**src/sv/irvs_pkg.sv**
```systemverilog
// Package: types, constants and shared helpers for the ignition ramp valve sequencer.
`default_nettype none
package irvs_pkg;

	localparam int TW = 32;
	localparam int LONG_HOLD_MS_DEF = 10000;
	localparam int TAP_MIN_MS_DEF = 100;
	localparam int CFG_DW = 32;
	localparam int CFG_AW = 3;

	localparam logic [31:0] RAMP_LEVELS_RST = 32'hF0E1_D78C;
	localparam logic [15:0] STEP1_RST = 16'd500;
	localparam logic [15:0] STEP2_RST = 16'd2000;
	localparam logic [15:0] STEP3_RST = 16'd2500;
	localparam logic [15:0] PAUSE_RST = 16'd5000;
	localparam logic [15:0] SHORT_RST = 16'd100;
	localparam logic [15:0] LONG_RST = 16'd1000;
	localparam logic [15:0] LIMIT_RST = 16'd5000;

	typedef enum logic [2:0] {
		FN_TICK, FN_IGN_ON, FN_IGN_OFF, FN_SHORT, FN_LONG, FN_RELEASE, FN_OPEN, FN_CLOSE
	} irvs_func_t;

	typedef enum logic [CFG_AW-1:0] {
		REG_LEVELS, REG_STEP1, REG_STEP2, REG_STEP3, REG_PAUSE, REG_SHORT, REG_LONG, REG_LIMIT
	} irvs_reg_t;

	typedef enum logic [2:0] {
		PH_IDLE, PH_S1, PH_P1, PH_S2, PH_P2, PH_S3, PH_DONE
	} irvs_phase_t;

	typedef struct packed {
		irvs_func_t  func;
		logic        button_held;
		logic [15:0] release_ms;
	} irvs_in_t;

	typedef struct packed {
		logic       valve_on;
		logic       ignition_enabled;
		logic       warm_ready;
		logic [7:0] drive_level;
	} irvs_out_t;

	typedef struct packed {
		logic [31:0] ramp_levels;
		logic [15:0] step1;
		logic [15:0] step2;
		logic [15:0] step3;
		logic [15:0] pause;
		logic [15:0] short_b;
		logic [15:0] long_b;
		logic [15:0] limit;
	} irvs_cfg_t;

	typedef struct packed {
		logic [TW-1:0] now;
		logic          button_prev;
		logic          press_active;
		logic [TW-1:0] press_start;
		logic          long_done;
		logic          by_button;
		logic          shut_armed;
		logic [TW-1:0] shut_start;
		logic          valve;
		logic [TW-1:0] valve_start;
		logic [15:0]   valve_run;
		logic          ign;
		logic          ready;
		logic [7:0]    level;
		irvs_phase_t   phase;
		logic [8:0]    count;
		logic [TW-1:0] mark;
	} irvs_state_t;

	function automatic logic [TW-1:0] since(logic [TW-1:0] now, logic [TW-1:0] t);
		return now - t;
	endfunction

endpackage
`default_nettype wire

```
**src/sv/irvs_step.sv**
```systemverilog
// Next-state logic for commands, button handling and the valve timer.
`default_nettype none
module irvs_step #(
	parameter int LONG_HOLD_MS = irvs_pkg::LONG_HOLD_MS_DEF,
	parameter int TAP_MIN_MS = irvs_pkg::TAP_MIN_MS_DEF
) (
	input  irvs_pkg::irvs_state_t cur,
	input  irvs_pkg::irvs_in_t    item,
	input  irvs_pkg::irvs_cfg_t   cfg,
	output irvs_pkg::irvs_state_t nxt
);
	import irvs_pkg::*;

	localparam logic [TW-1:0] LongHold = TW'(LONG_HOLD_MS);
	localparam logic [TW-1:0] TapMin = TW'(TAP_MIN_MS);

	function automatic irvs_state_t v_open(irvs_state_t s, logic [15:0] run);
		s.valve = 1'b1;
		s.valve_start = s.now;
		s.valve_run = run;
		return s;
	endfunction

	function automatic irvs_state_t v_close(irvs_state_t s);
		s.valve = 1'b0;
		s.valve_start = '0;
		s.valve_run = '0;
		return s;
	endfunction

	function automatic irvs_state_t r_start(irvs_state_t s, logic [7:0] lvl0);
		s.phase = PH_S1;
		s.count = {1'b0, lvl0};
		s.mark = s.now;
		s.level = lvl0;
		return s;
	endfunction

	irvs_state_t   s;
	logic          btn;
	logic          live;
	logic [TW-1:0] held;
	logic [TW-1:0] open_for;
	logic          shut;

	always_comb begin
		s = cur;
		btn = item.button_held;
		live = 1'b0;
		held = '0;
		open_for = '0;
		shut = 1'b0;
		case (item.func)
			FN_TICK: begin
				s.now = s.now + TW'(1);
				// button edge, hold and long press
				live = s.ign && s.ready;
				if (!s.button_prev && btn) begin
					s.press_active = 1'b1;
					s.press_start = s.now;
					s.long_done = 1'b0;
					s.by_button = 1'b0;
					if (live) begin
						s = v_open(s, 16'd0);
						s.by_button = 1'b1;
					end
				end
				if (s.press_active && btn) begin
					held = since(s.now, s.press_start);
					live = s.ign && s.ready;
					if (live && !s.by_button) begin
						s = v_open(s, 16'd0);
						s.by_button = 1'b1;
					end else if (!live && s.by_button) begin
						s = v_close(s);
						s.by_button = 1'b0;
					end
					if (held >= LongHold && !s.long_done) begin
						s.long_done = 1'b1;
						if (s.by_button) begin
							s = v_close(s);
							s.by_button = 1'b0;
						end
						s.ign = !s.ign;
						if (s.ign && !s.ready)
							s = r_start(s, cfg.ramp_levels[7:0]);
					end
				end
				if (s.button_prev && !btn) begin
					if (s.by_button) begin
						s = v_close(s);
						s.by_button = 1'b0;
					end
					if (s.shut_armed) begin
						s.shut_armed = 1'b0;
						s.shut_start = '0;
					end
					if (s.press_active && !s.long_done) begin
						held = since(s.now, s.press_start);
						if (held >= TapMin && held < LongHold && s.ign && s.ready)
							s = v_open(s, cfg.short_b);
					end
					s.press_active = 1'b0;
					s.long_done = 1'b0;
				end
				s.button_prev = btn;
				// valve timer and safety limit
				if (s.valve) begin
					open_for = since(s.now, s.valve_start);
					if (s.valve_run != '0 && open_for >= TW'(s.valve_run)) begin
						shut = 1'b1;
					end else if (open_for >= TW'(cfg.limit)) begin
						shut = 1'b1;
						if (s.by_button && s.press_active) begin
							s.shut_armed = 1'b1;
							s.shut_start = s.now;
						end
					end
					if (shut)
						s = v_close(s);
				end
				if (s.shut_armed && s.press_active &&
				    since(s.now, s.shut_start) >= TW'(cfg.limit)) begin
					s.ign = 1'b0;
					s.shut_armed = 1'b0;
					s.shut_start = '0;
				end
			end
			FN_IGN_ON: begin
				s.ign = 1'b1;
				if (!s.ready)
					s = r_start(s, cfg.ramp_levels[7:0]);
			end
			FN_IGN_OFF: s.ign = 1'b0;
			FN_SHORT: s = v_open(s, cfg.short_b);
			FN_LONG: s = v_open(s, cfg.long_b);
			FN_RELEASE: s = v_open(s, item.release_ms);
			FN_OPEN: s = v_open(s, cfg.limit);
			FN_CLOSE: s = v_close(s);
			default: s = v_close(s);
		endcase
		nxt = s;
	end

endmodule
`default_nettype wire

```
**src/sv/irvs_ramp.sv**
```systemverilog
// Warm-up ramp sequencing and the ignition-off clear.
`default_nettype none
module irvs_ramp (
	input  irvs_pkg::irvs_state_t cur,
	input  logic                  tick,
	input  irvs_pkg::irvs_cfg_t   cfg,
	output irvs_pkg::irvs_state_t nxt
);
	import irvs_pkg::*;

	function automatic irvs_state_t r_stage(irvs_state_t s, logic [15:0] step,
	                                        logic [7:0] last, irvs_phase_t nph);
		logic [8:0] c;
		c = s.count + 9'd1;
		if (since(s.now, s.mark) >= TW'(step)) begin
			s.count = c;
			if (c <= {1'b0, last}) begin
				s.level = c[7:0];
				s.mark = s.now;
			end else begin
				s.phase = nph;
				if (nph == PH_DONE)
					s.ready = 1'b1;
				else
					s.mark = s.now;
			end
		end
		return s;
	endfunction

	function automatic irvs_state_t r_pause(irvs_state_t s, logic [15:0] pause,
	                                        logic [7:0] prev_end, irvs_phase_t nph);
		if (since(s.now, s.mark) >= TW'(pause)) begin
			s.phase = nph;
			s.count = {1'b0, prev_end} + 9'd1;
			s.mark = s.now;
		end
		return s;
	endfunction

	irvs_state_t s;

	always_comb begin
		s = cur;
		if (tick) begin
			case (s.phase)
				PH_S1: s = r_stage(s, cfg.step1, cfg.ramp_levels[15:8], PH_P1);
				PH_P1: s = r_pause(s, cfg.pause, cfg.ramp_levels[15:8], PH_S2);
				PH_S2: s = r_stage(s, cfg.step2, cfg.ramp_levels[23:16], PH_P2);
				PH_P2: s = r_pause(s, cfg.pause, cfg.ramp_levels[23:16], PH_S3);
				PH_S3: s = r_stage(s, cfg.step3, cfg.ramp_levels[31:24], PH_DONE);
				default: s.phase = PH_IDLE;
			endcase
		end
		if (!s.ign) begin
			s.ready = 1'b0;
			s.level = '0;
			s.phase = PH_IDLE;
		end
		nxt = s;
	end

endmodule
`default_nettype wire

```
**src/sv/ignition_ramp_valve_sequencer.sv**
```systemverilog
// Top level: input register, state update, result register and configuration registers.
//
//  channel | direction | handshake               | payload
//  in      | in        | in_valid / in_ready     | in_item  (func, button_held, release_ms)
//  out     | out       | out_valid / out_ready   | out_item (valve_on, ignition_enabled,
//          |           |                         |           warm_ready, drive_level)
//  cfg     | in        | cfg_we                  | cfg_index, cfg_wdata
//
// One item per cycle while out_ready holds; out_valid rises as the result register loads.
// The whole update of one item is one pass from the input register into the
// state and result registers. Reset clears all state and loads default config.
// A stalled result holds while one more item waits in the input register;
// in_ready drops only when both are full.
`default_nettype none
module ignition_ramp_valve_sequencer #(
	parameter int LONG_HOLD_MS = irvs_pkg::LONG_HOLD_MS_DEF,
	parameter int TAP_MIN_MS = irvs_pkg::TAP_MIN_MS_DEF
) (
	input  logic                         clk,
	input  logic                         arst_n,
	input  logic                         in_valid,
	output logic                         in_ready,
	input  irvs_pkg::irvs_in_t           in_item,
	output logic                         out_valid,
	input  logic                         out_ready,
	output irvs_pkg::irvs_out_t          out_item,
	input  logic                         cfg_we,
	input  logic [irvs_pkg::CFG_AW-1:0]  cfg_index,
	input  logic [irvs_pkg::CFG_DW-1:0]  cfg_wdata
);
	import irvs_pkg::*;

	irvs_in_t    item_s1;
	logic        vld_s1;
	irvs_out_t   out_q;
	logic        out_vld_q;
	irvs_state_t st_q;
	irvs_state_t st_mid;
	irvs_state_t st_nxt;
	irvs_cfg_t   cfg_q;
	logic        fire;

	assign fire = vld_s1 && (!out_vld_q || out_ready);
	assign in_ready = !vld_s1 || fire;
	assign out_valid = out_vld_q;
	assign out_item = out_q;

	irvs_step #(
		.LONG_HOLD_MS(LONG_HOLD_MS),
		.TAP_MIN_MS(TAP_MIN_MS)
	) u_step (
		.cur (st_q),
		.item(item_s1),
		.cfg (cfg_q),
		.nxt (st_mid)
	);

	irvs_ramp u_ramp (
		.cur (st_mid),
		.tick(item_s1.func == FN_TICK),
		.cfg (cfg_q),
		.nxt (st_nxt)
	);

	always_ff @(posedge clk or negedge arst_n) begin
		if (!arst_n) begin
			vld_s1 <= 1'b0;
			out_vld_q <= 1'b0;
			st_q <= '0;
		end else begin
			if (in_ready)
				vld_s1 <= in_valid;
			if (fire)
				out_vld_q <= 1'b1;
			else if (out_ready)
				out_vld_q <= 1'b0;
			if (fire)
				st_q <= st_nxt;
		end
	end

	always_ff @(posedge clk) begin
		if (in_ready && in_valid)
			item_s1 <= in_item;
		if (fire) begin
			out_q.valve_on <= st_nxt.valve;
			out_q.ignition_enabled <= st_nxt.ign;
			out_q.warm_ready <= st_nxt.ready;
			out_q.drive_level <= st_nxt.level;
		end
	end

	always_ff @(posedge clk or negedge arst_n) begin
		if (!arst_n) begin
			cfg_q.ramp_levels <= RAMP_LEVELS_RST;
			cfg_q.step1 <= STEP1_RST;
			cfg_q.step2 <= STEP2_RST;
			cfg_q.step3 <= STEP3_RST;
			cfg_q.pause <= PAUSE_RST;
			cfg_q.short_b <= SHORT_RST;
			cfg_q.long_b <= LONG_RST;
			cfg_q.limit <= LIMIT_RST;
		end else if (cfg_we) begin
			case (irvs_reg_t'(cfg_index))
				REG_LEVELS: cfg_q.ramp_levels <= cfg_wdata[31:0];
				REG_STEP1: cfg_q.step1 <= cfg_wdata[15:0];
				REG_STEP2: cfg_q.step2 <= cfg_wdata[15:0];
				REG_STEP3: cfg_q.step3 <= cfg_wdata[15:0];
				REG_PAUSE: cfg_q.pause <= cfg_wdata[15:0];
				REG_SHORT: cfg_q.short_b <= cfg_wdata[15:0];
				REG_LONG: cfg_q.long_b <= cfg_wdata[15:0];
				REG_LIMIT: cfg_q.limit <= cfg_wdata[15:0];
				default: ;
			endcase
		end
	end

	a_ready_needs_ign: assert property (@(posedge clk) disable iff (!arst_n)
		st_q.ready |-> st_q.ign)
		else $error("ready set with ignition off");

	a_off_clears: assert property (@(posedge clk) disable iff (!arst_n)
		out_vld_q && !out_q.ignition_enabled |-> !out_q.warm_ready && out_q.drive_level == '0)
		else $error("ignition off but ramp output not cleared");

	a_fire_gives_out: assert property (@(posedge clk) disable iff (!arst_n)
		fire |=> out_vld_q)
		else $error("processed item lost its result");

	a_skid_holds: assert property (@(posedge clk) disable iff (!arst_n)
		vld_s1 && !fire |=> vld_s1 && $stable(item_s1))
		else $error("waiting item dropped or changed");

	a_tick_time: assert property (@(posedge clk) disable iff (!arst_n)
		fire && item_s1.func == FN_TICK |=> st_q.now == $past(st_q.now) + TW'(1))
		else $error("tick did not advance time");

endmodule
`default_nettype wire
```
**config.mk**
```make
export PLATFORM = sky130hd
export DESIGN_NAME = ignition_ramp_valve_sequencer
export DESIGN_NICKNAME = d
export VERILOG_FILES = /design/src/sv/irvs_pkg.sv /design/src/sv/irvs_step.sv /design/src/sv/irvs_ramp.sv /design/src/sv/ignition_ramp_valve_sequencer.sv
export SDC_FILE = /design/constraint.sdc
export NUM_CORES = 2
export LEC_CHECK = 0
export BUFFER_PORTS_ARGS = -buffer_cell sky130_fd_sc_hd__buf_4
export CAP_MARGIN = 40
export CORE_ASPECT_RATIO = 2
export CORE_MARGIN = 1
export CORE_UTILIZATION = 62
export CTS_BUF_LIST = sky130_fd_sc_hd__clkbuf_4 sky130_fd_sc_hd__clkbuf_8 sky130_fd_sc_hd__clkbuf_16
export CTS_CLUSTER_SIZE = 14
export DETAILED_ROUTE_END_ITERATION = 10
export PLACE_DENSITY = 0.79
export RECOVER_POWER = 100
export SYNTH_ARGS = -nofsm -noshare
export SYNTH_HDL_FRONTEND = slang
export SYNTH_SLANG_ARGS = --single-unit
```
**constraint.sdc**
```tcl
create_clock -name clk -period 46.4 [get_ports clk]
set_clock_uncertainty 0.1 [all_clocks]
set_input_delay 9.28 -clock clk [delete_from_list [all_inputs] [get_ports clk]]
set_output_delay 9.28 -clock clk [all_outputs]
set_load 0.01 [all_outputs]
```
## After elaboration in Yosys (flattened, before gate mapping)

Cells that the tools add are included.

| operators by class | value |
|---|---|
| $lt $le $gt $ge | 13 |
| add/sub/neg operators | 9 |
| shift-type cells | 0 |
| muxes and demuxes | 59 |
| bitwise operators | 0 |
| div/mod/pow operators | 0 |
| reductions and logical operators | 44 |
| equality and inequality tests | 19 |
| $mul | 0 |

Operators by type and width:

| kind | count |
|---|---|
| $mux W204 | 14 |
| $pmux W150 S7 | 1 |
| $mux W103 | 5 |
| $mux W137 | 3 |
| $ge A32 B16 Y1 | 7 |
| $pmux W41 S5 | 1 |
| $mux W171 | 1 |
| $sub A32 B32 Y32 | 5 |
| $mux W53 | 3 |
| $mux W52 | 3 |
| $mux W136 | 1 |
| $mux W33 | 4 |
| $pmux W53 S2 | 1 |
| $mux W44 | 2 |
| $mux W32 | 2 |
| $add A32 B1 Y32 const B | 1 |
| $ge A32 B14 Y1 const B | 1 |
| $ge A32 B7 Y1 const B | 1 |
| $lt A32 B14 Y1 const B | 1 |
| $eq A3 B3 Y1 const B | 10 |
| $le A9 B8 Y1 | 3 |
| $pmux W9 S3 | 1 |
| $mux W8 | 3 |
| $logic_and A1 B1 Y1 | 19 |
| 16 further kinds | 51 |

| word-level totals | value |
|---|---|
| latch bits | 0 |
| word-level logic and storage cells | 178 |
| memory bits (writable) | 0 |
| bits in registers | 381 |
| memories kept | 0 |
| output and inout port bits | 13 |
| bits of input ports | 60 |
| bits in read-only memories | 0 |

## Logic depth before layout (Yosys ltp)

| depth | value |
|---|---|
| depth in word-level cells | 54 |
| gate-level depth with buffers | 85 |
| gate-level depth less buffers | 78 |

## Modules after synthesis

Synthesis repeated with hierarchy kept, for this count alone.

| unflattened totals | value |
|---|---|
| cells, all modules | 3958 |
| area, all modules | 34913.5 um^2 |

Modules (own cells, without submodules):

| module | seq. area each (um^2) | cells each | area an instance (um^2) | times used |
|---|---|---|---|---|
| ignition_ramp_valve_sequencer | 9755.6 | 783 | 14194.9 | 1 |
| irvs_step | 0.0 | 2170 | 13500.4 | 1 |
| irvs_ramp | 0.0 | 1005 | 7218.2 | 1 |

## Least setup slack after synthesis

No wires, ideal clock.

| path | value |
|---|---|
| kind | input to output |
| from | input out_ready |
| to | output in_ready |
| data required time | 37.020 ns |
| path buffers | 0 |
| path slack | 27.531 ns |
| stages | 1 |
| arrival time | 9.489 ns |
| cell sequence | nand3b_1 |

| on the way | value |
|---|---|
| longest elaborated chain between the ends | 3 |

Ends and longest elaborated chain:

| element | line | source |
|---|---|---|
| start, declared | ignition_ramp_valve_sequencer.sv:25 | `input logic out_ready,` |
| $logic_or A1 B1 Y1 | ignition_ramp_valve_sequencer.sv:43 | `assign fire = vld_s1 && (!out_vld_q \|\| out_ready);` |
| $logic_and A1 B1 Y1 | ignition_ramp_valve_sequencer.sv:43 |  |
| $logic_or A1 B1 Y1 | ignition_ramp_valve_sequencer.sv:44 | `assign in_ready = !vld_s1 \|\| fire;` |
| end, declared | ignition_ramp_valve_sequencer.sv:22 | `output logic in_ready,` |

No other way between the ends.

## Final worst setup path

| path | value |
|---|---|
| from | register st_q[172] (netlist name) |
| to | register st_q[49] (netlist name) |

| on the way | value |
|---|---|
| longest elaborated chain between the ends | 34 |
| elaborated cells on any way between the ends | 77 |
| classes of those cells | add/sub (7); order compare (12); eq/ne (3); mux (43); reduce/logical (12) |

Ends and longest elaborated chain:

| element | line | source |
|---|---|---|
| start, declared | ignition_ramp_valve_sequencer.sv:37 | `irvs_state_t st_q;` |
| start signal, assigned | ignition_ramp_valve_sequencer.sv:78 | `st_q <= st_nxt;` |
| parallel branches: the longest is 33 deep, another holds $add A32 B1 Y32 | n/a |  |
| $mux W12 * | irvs_ramp.sv:55 | `if (!s.ign) begin` |

Mark *: on every way between the ends. The select of a mux whose other input is x is not followed.
A chain may end at the register's enable or synchronous reset.

==> impl_metrics.toml <==
[clock_network]
htreeDepth = 2
clock_path_buffers = 3
clk_latency_ns = 0.58
ctsHoldBuffers = 0
cts_tree = "built"
root_buffer = "clkbuf_16"
cts_sinks = 381
cts_made_buffers = 39
postCtsSetupRepairBufs = 0
cts.reportedPaths.clkPinSlew_ns = 0.07
cts-resized-gates = 0

[critical_path]
critPathLaunchType = "flip-flop"
critPathKind = "reg2reg"
worst-endpoint-arrival_ns = 23.34
cpMaxStageDelayCell = "o21ai_0"
r2r_slack_ns = 23.47
critPathMaxStageDelay_ns = 1.85
critPathMaxFanout = 31
crit-reg2reg-capture = "st_q[49]"
cp.required_ns = 46.81
end_kind = "flip-flop"
crit_top_cell = "o21ai_0"
rr_startpoint = "st_q[172]"
r2r_cells = 62

[min_path]
hold_class = "reg2reg"
hold_depth = 2
min_to = "st_q[130]"
min_from = "st_q[130]"

[final_layout]
syn_to_final_growth_pct = 6.72
utilization_pct = 67.0
drive_above_1_share_pct = 9.27
final_nets = 4124

[sta]
setup_viol = 0
rsz0062_at_grt = "no"
hold_viol = 0
max_freq_mhz = 43.6
slew_headroom_pct = -254
post-route-min-period_ns = 22.93
final_max_slew_viol_count = 618
min_period_over_period_pct = 49.4
worst-slew-pin-transition_ns = 5.32
finalSetupTns_ns = 0

[run_status]
run_status = "complete, but fails checks"
violations = "capacitance limit, slew limit"

[flow_run]
cap_violations = 14

[drt]
top_layer = "met5"
drt_iter0_markers = 2139
postRouteAntennaNets = 0
drc = 0
wl_met1_um = 35600
firstDrtPassIters = 6
vias_per_cell = 6.62
wire_per_inst_um = 23.5
dr_total_vias = 29630
wl_um = 105000
wl_met3_um = 6140
wl_met2_um = 51500

[yosys]
syn_nets = 4157
yosys.area.top_type_share_pct = 23.6
ys_seq_area_share_pct = 31.0
synth.area.top_cells = "dfrtp_1, ha_1, nand2_1, o21ai_0, dfstp_2"
async_flop_share_pct = 91.9
synth_top_cell_by_area = "dfrtp_1"
synthCells = 3833
avgSynthCellArea_sq_um = 8.20
synth_cell_types = 107
synth_edf_count = 31
synth_seq_cells = 381
yosysWarnings = 0
ys.flop_type = "dfrtp_1"
syn_area_sq_um = 31400
synth.most_common_cell = "nand2_1"
netlist_top_cells_count = "nand2_1, o21ai_0, dfrtp_1"

[die]
die_h_um = 320
initial_core_util_pct = 62.8
rows = 116
die_x_um = 161
io_pins = 73
coreArea_sq_um = 50100
dieArea_sq_um = 51700

[global_routing]
grt_pass1_wl_um = 163000
grt_max_degree = 97
antenna_found_initial = 4
grt_overflow = 0
track_usage_pct = 41.2
first_global_vias = 29586

[placed_design]
io_buffers = 72
place_congestion = 1.02
dp_hpwl_um = 78300

[power_and_ir_drop]
p_per_area_nw_per_um2 = 50.5
p_leak_nw = 15.2
ir_worst_vdd_uv = 46.7
worst max-delay path by stage:
stage          startpoint       end  slack [ns]  depth (start not counted)
3_5_place_dp    out_ready  in_ready       27.28                          3
5_1_grt         st_q[172]  st_q[49]       22.24                         69
3_3_place_gp    out_ready  in_ready       27.30                          3
6_report        st_q[172]  st_q[49]       23.47                         62
4_1_cts         out_ready  in_ready       27.27                          3
2_1_floorplan   out_ready  in_ready       27.53                          1
logic make-up after synthesis:
family | count (synthesis) | synth area share [%]
flops | 381 | 31.0
buf+inv | 424 | 5.24
compound gates | 1197 | 24.6
mux | 130 | 4.47
fa+ha+maj | 265 | 10.6
simple gates | 1244 | 18.5
xor+xnor | 192 | 5.48
power breakdown:
part           switching (W)  internal [W]
Clock               0.000147      0.000174
Sequential         0.0000424      0.000398
Combinational       0.000538      0.000395
Total               0.000728      0.000967
routing by layer:
layer / up-vias / global-route usage (%)
met4: 4 / 40.8
li1: 13742 / -
met3: 506 / 6.40
met1: 14116 / 42.0
met5: - / 0
met2: 1262 / 70.4
flip-flops by register name, indices dropped and copies added, names as in the netlist:
register / flops
st_q: 204
cfg_q: 144
item_s1: 20
out_item: 11
out_valid: 1
vld_s1: 1
cell type report:
class,count,area (sq um)
clock inverters,16,130
well taps,649,812
multi-input cells,3028,20000
inverters,205,769
repair buffers,145,935
flip-flops and latches,381,9760
fillers,4363,16500
diodes,1,2.50
clock buffers,54,1110
per-stage QoR:
step	hold slack [ns]	setup slack (ns)	std cells	instance area, sq um	power (W)
floorplan	0.342	27.53	3833	31400	0.00112
global placement	0.353	27.30	4389	32400	0.00133
detailed placement	0.362	27.28	4406	32600	0.00136
CTS	0.375	27.27	4476	33900	0.00169
global route	0.389	22.24	4478	33500	0.00182
finish	0.370	23.47	4479	33500	0.00169
layout by cell type (no fill, tap or decap), drive strengths merged, types with 21 or more instances in the layout:
cell type / instances
nand2: 568
o21ai: 400
dfrtp: 297
ha: 260
a21oi: 243
nor2: 229
inv: 204
xnor2: 123
clkbuf: 119
a21o: 111
mux2: 82
nand3: 80
buf: 80
xor2: 66
nor3: 63
and3: 55
dfstp: 53
nand2b: 49
mux2i: 48
a22oi: 41
o21a: 36
a31oi: 33
nand4: 33
edfxtp: 31
nor2b: 31
a22o: 27
and2: 27
o211ai: 26
o221ai: 26
nor4: 23
o31a: 21
worst max-delay path: cells and delay by family (launching register included):
family                     cells  cell delay (ns)
and+or+nand+nor               13             4.71
xor gates and xnor gates       4             1.00
AOI/OAI and AO/OA             38            12.84
buffers and inverters          3             1.97
DFF                            1             0.67
adders and majority gates      4             1.50
No activity file was read; power rests on OpenSTA's default activity.
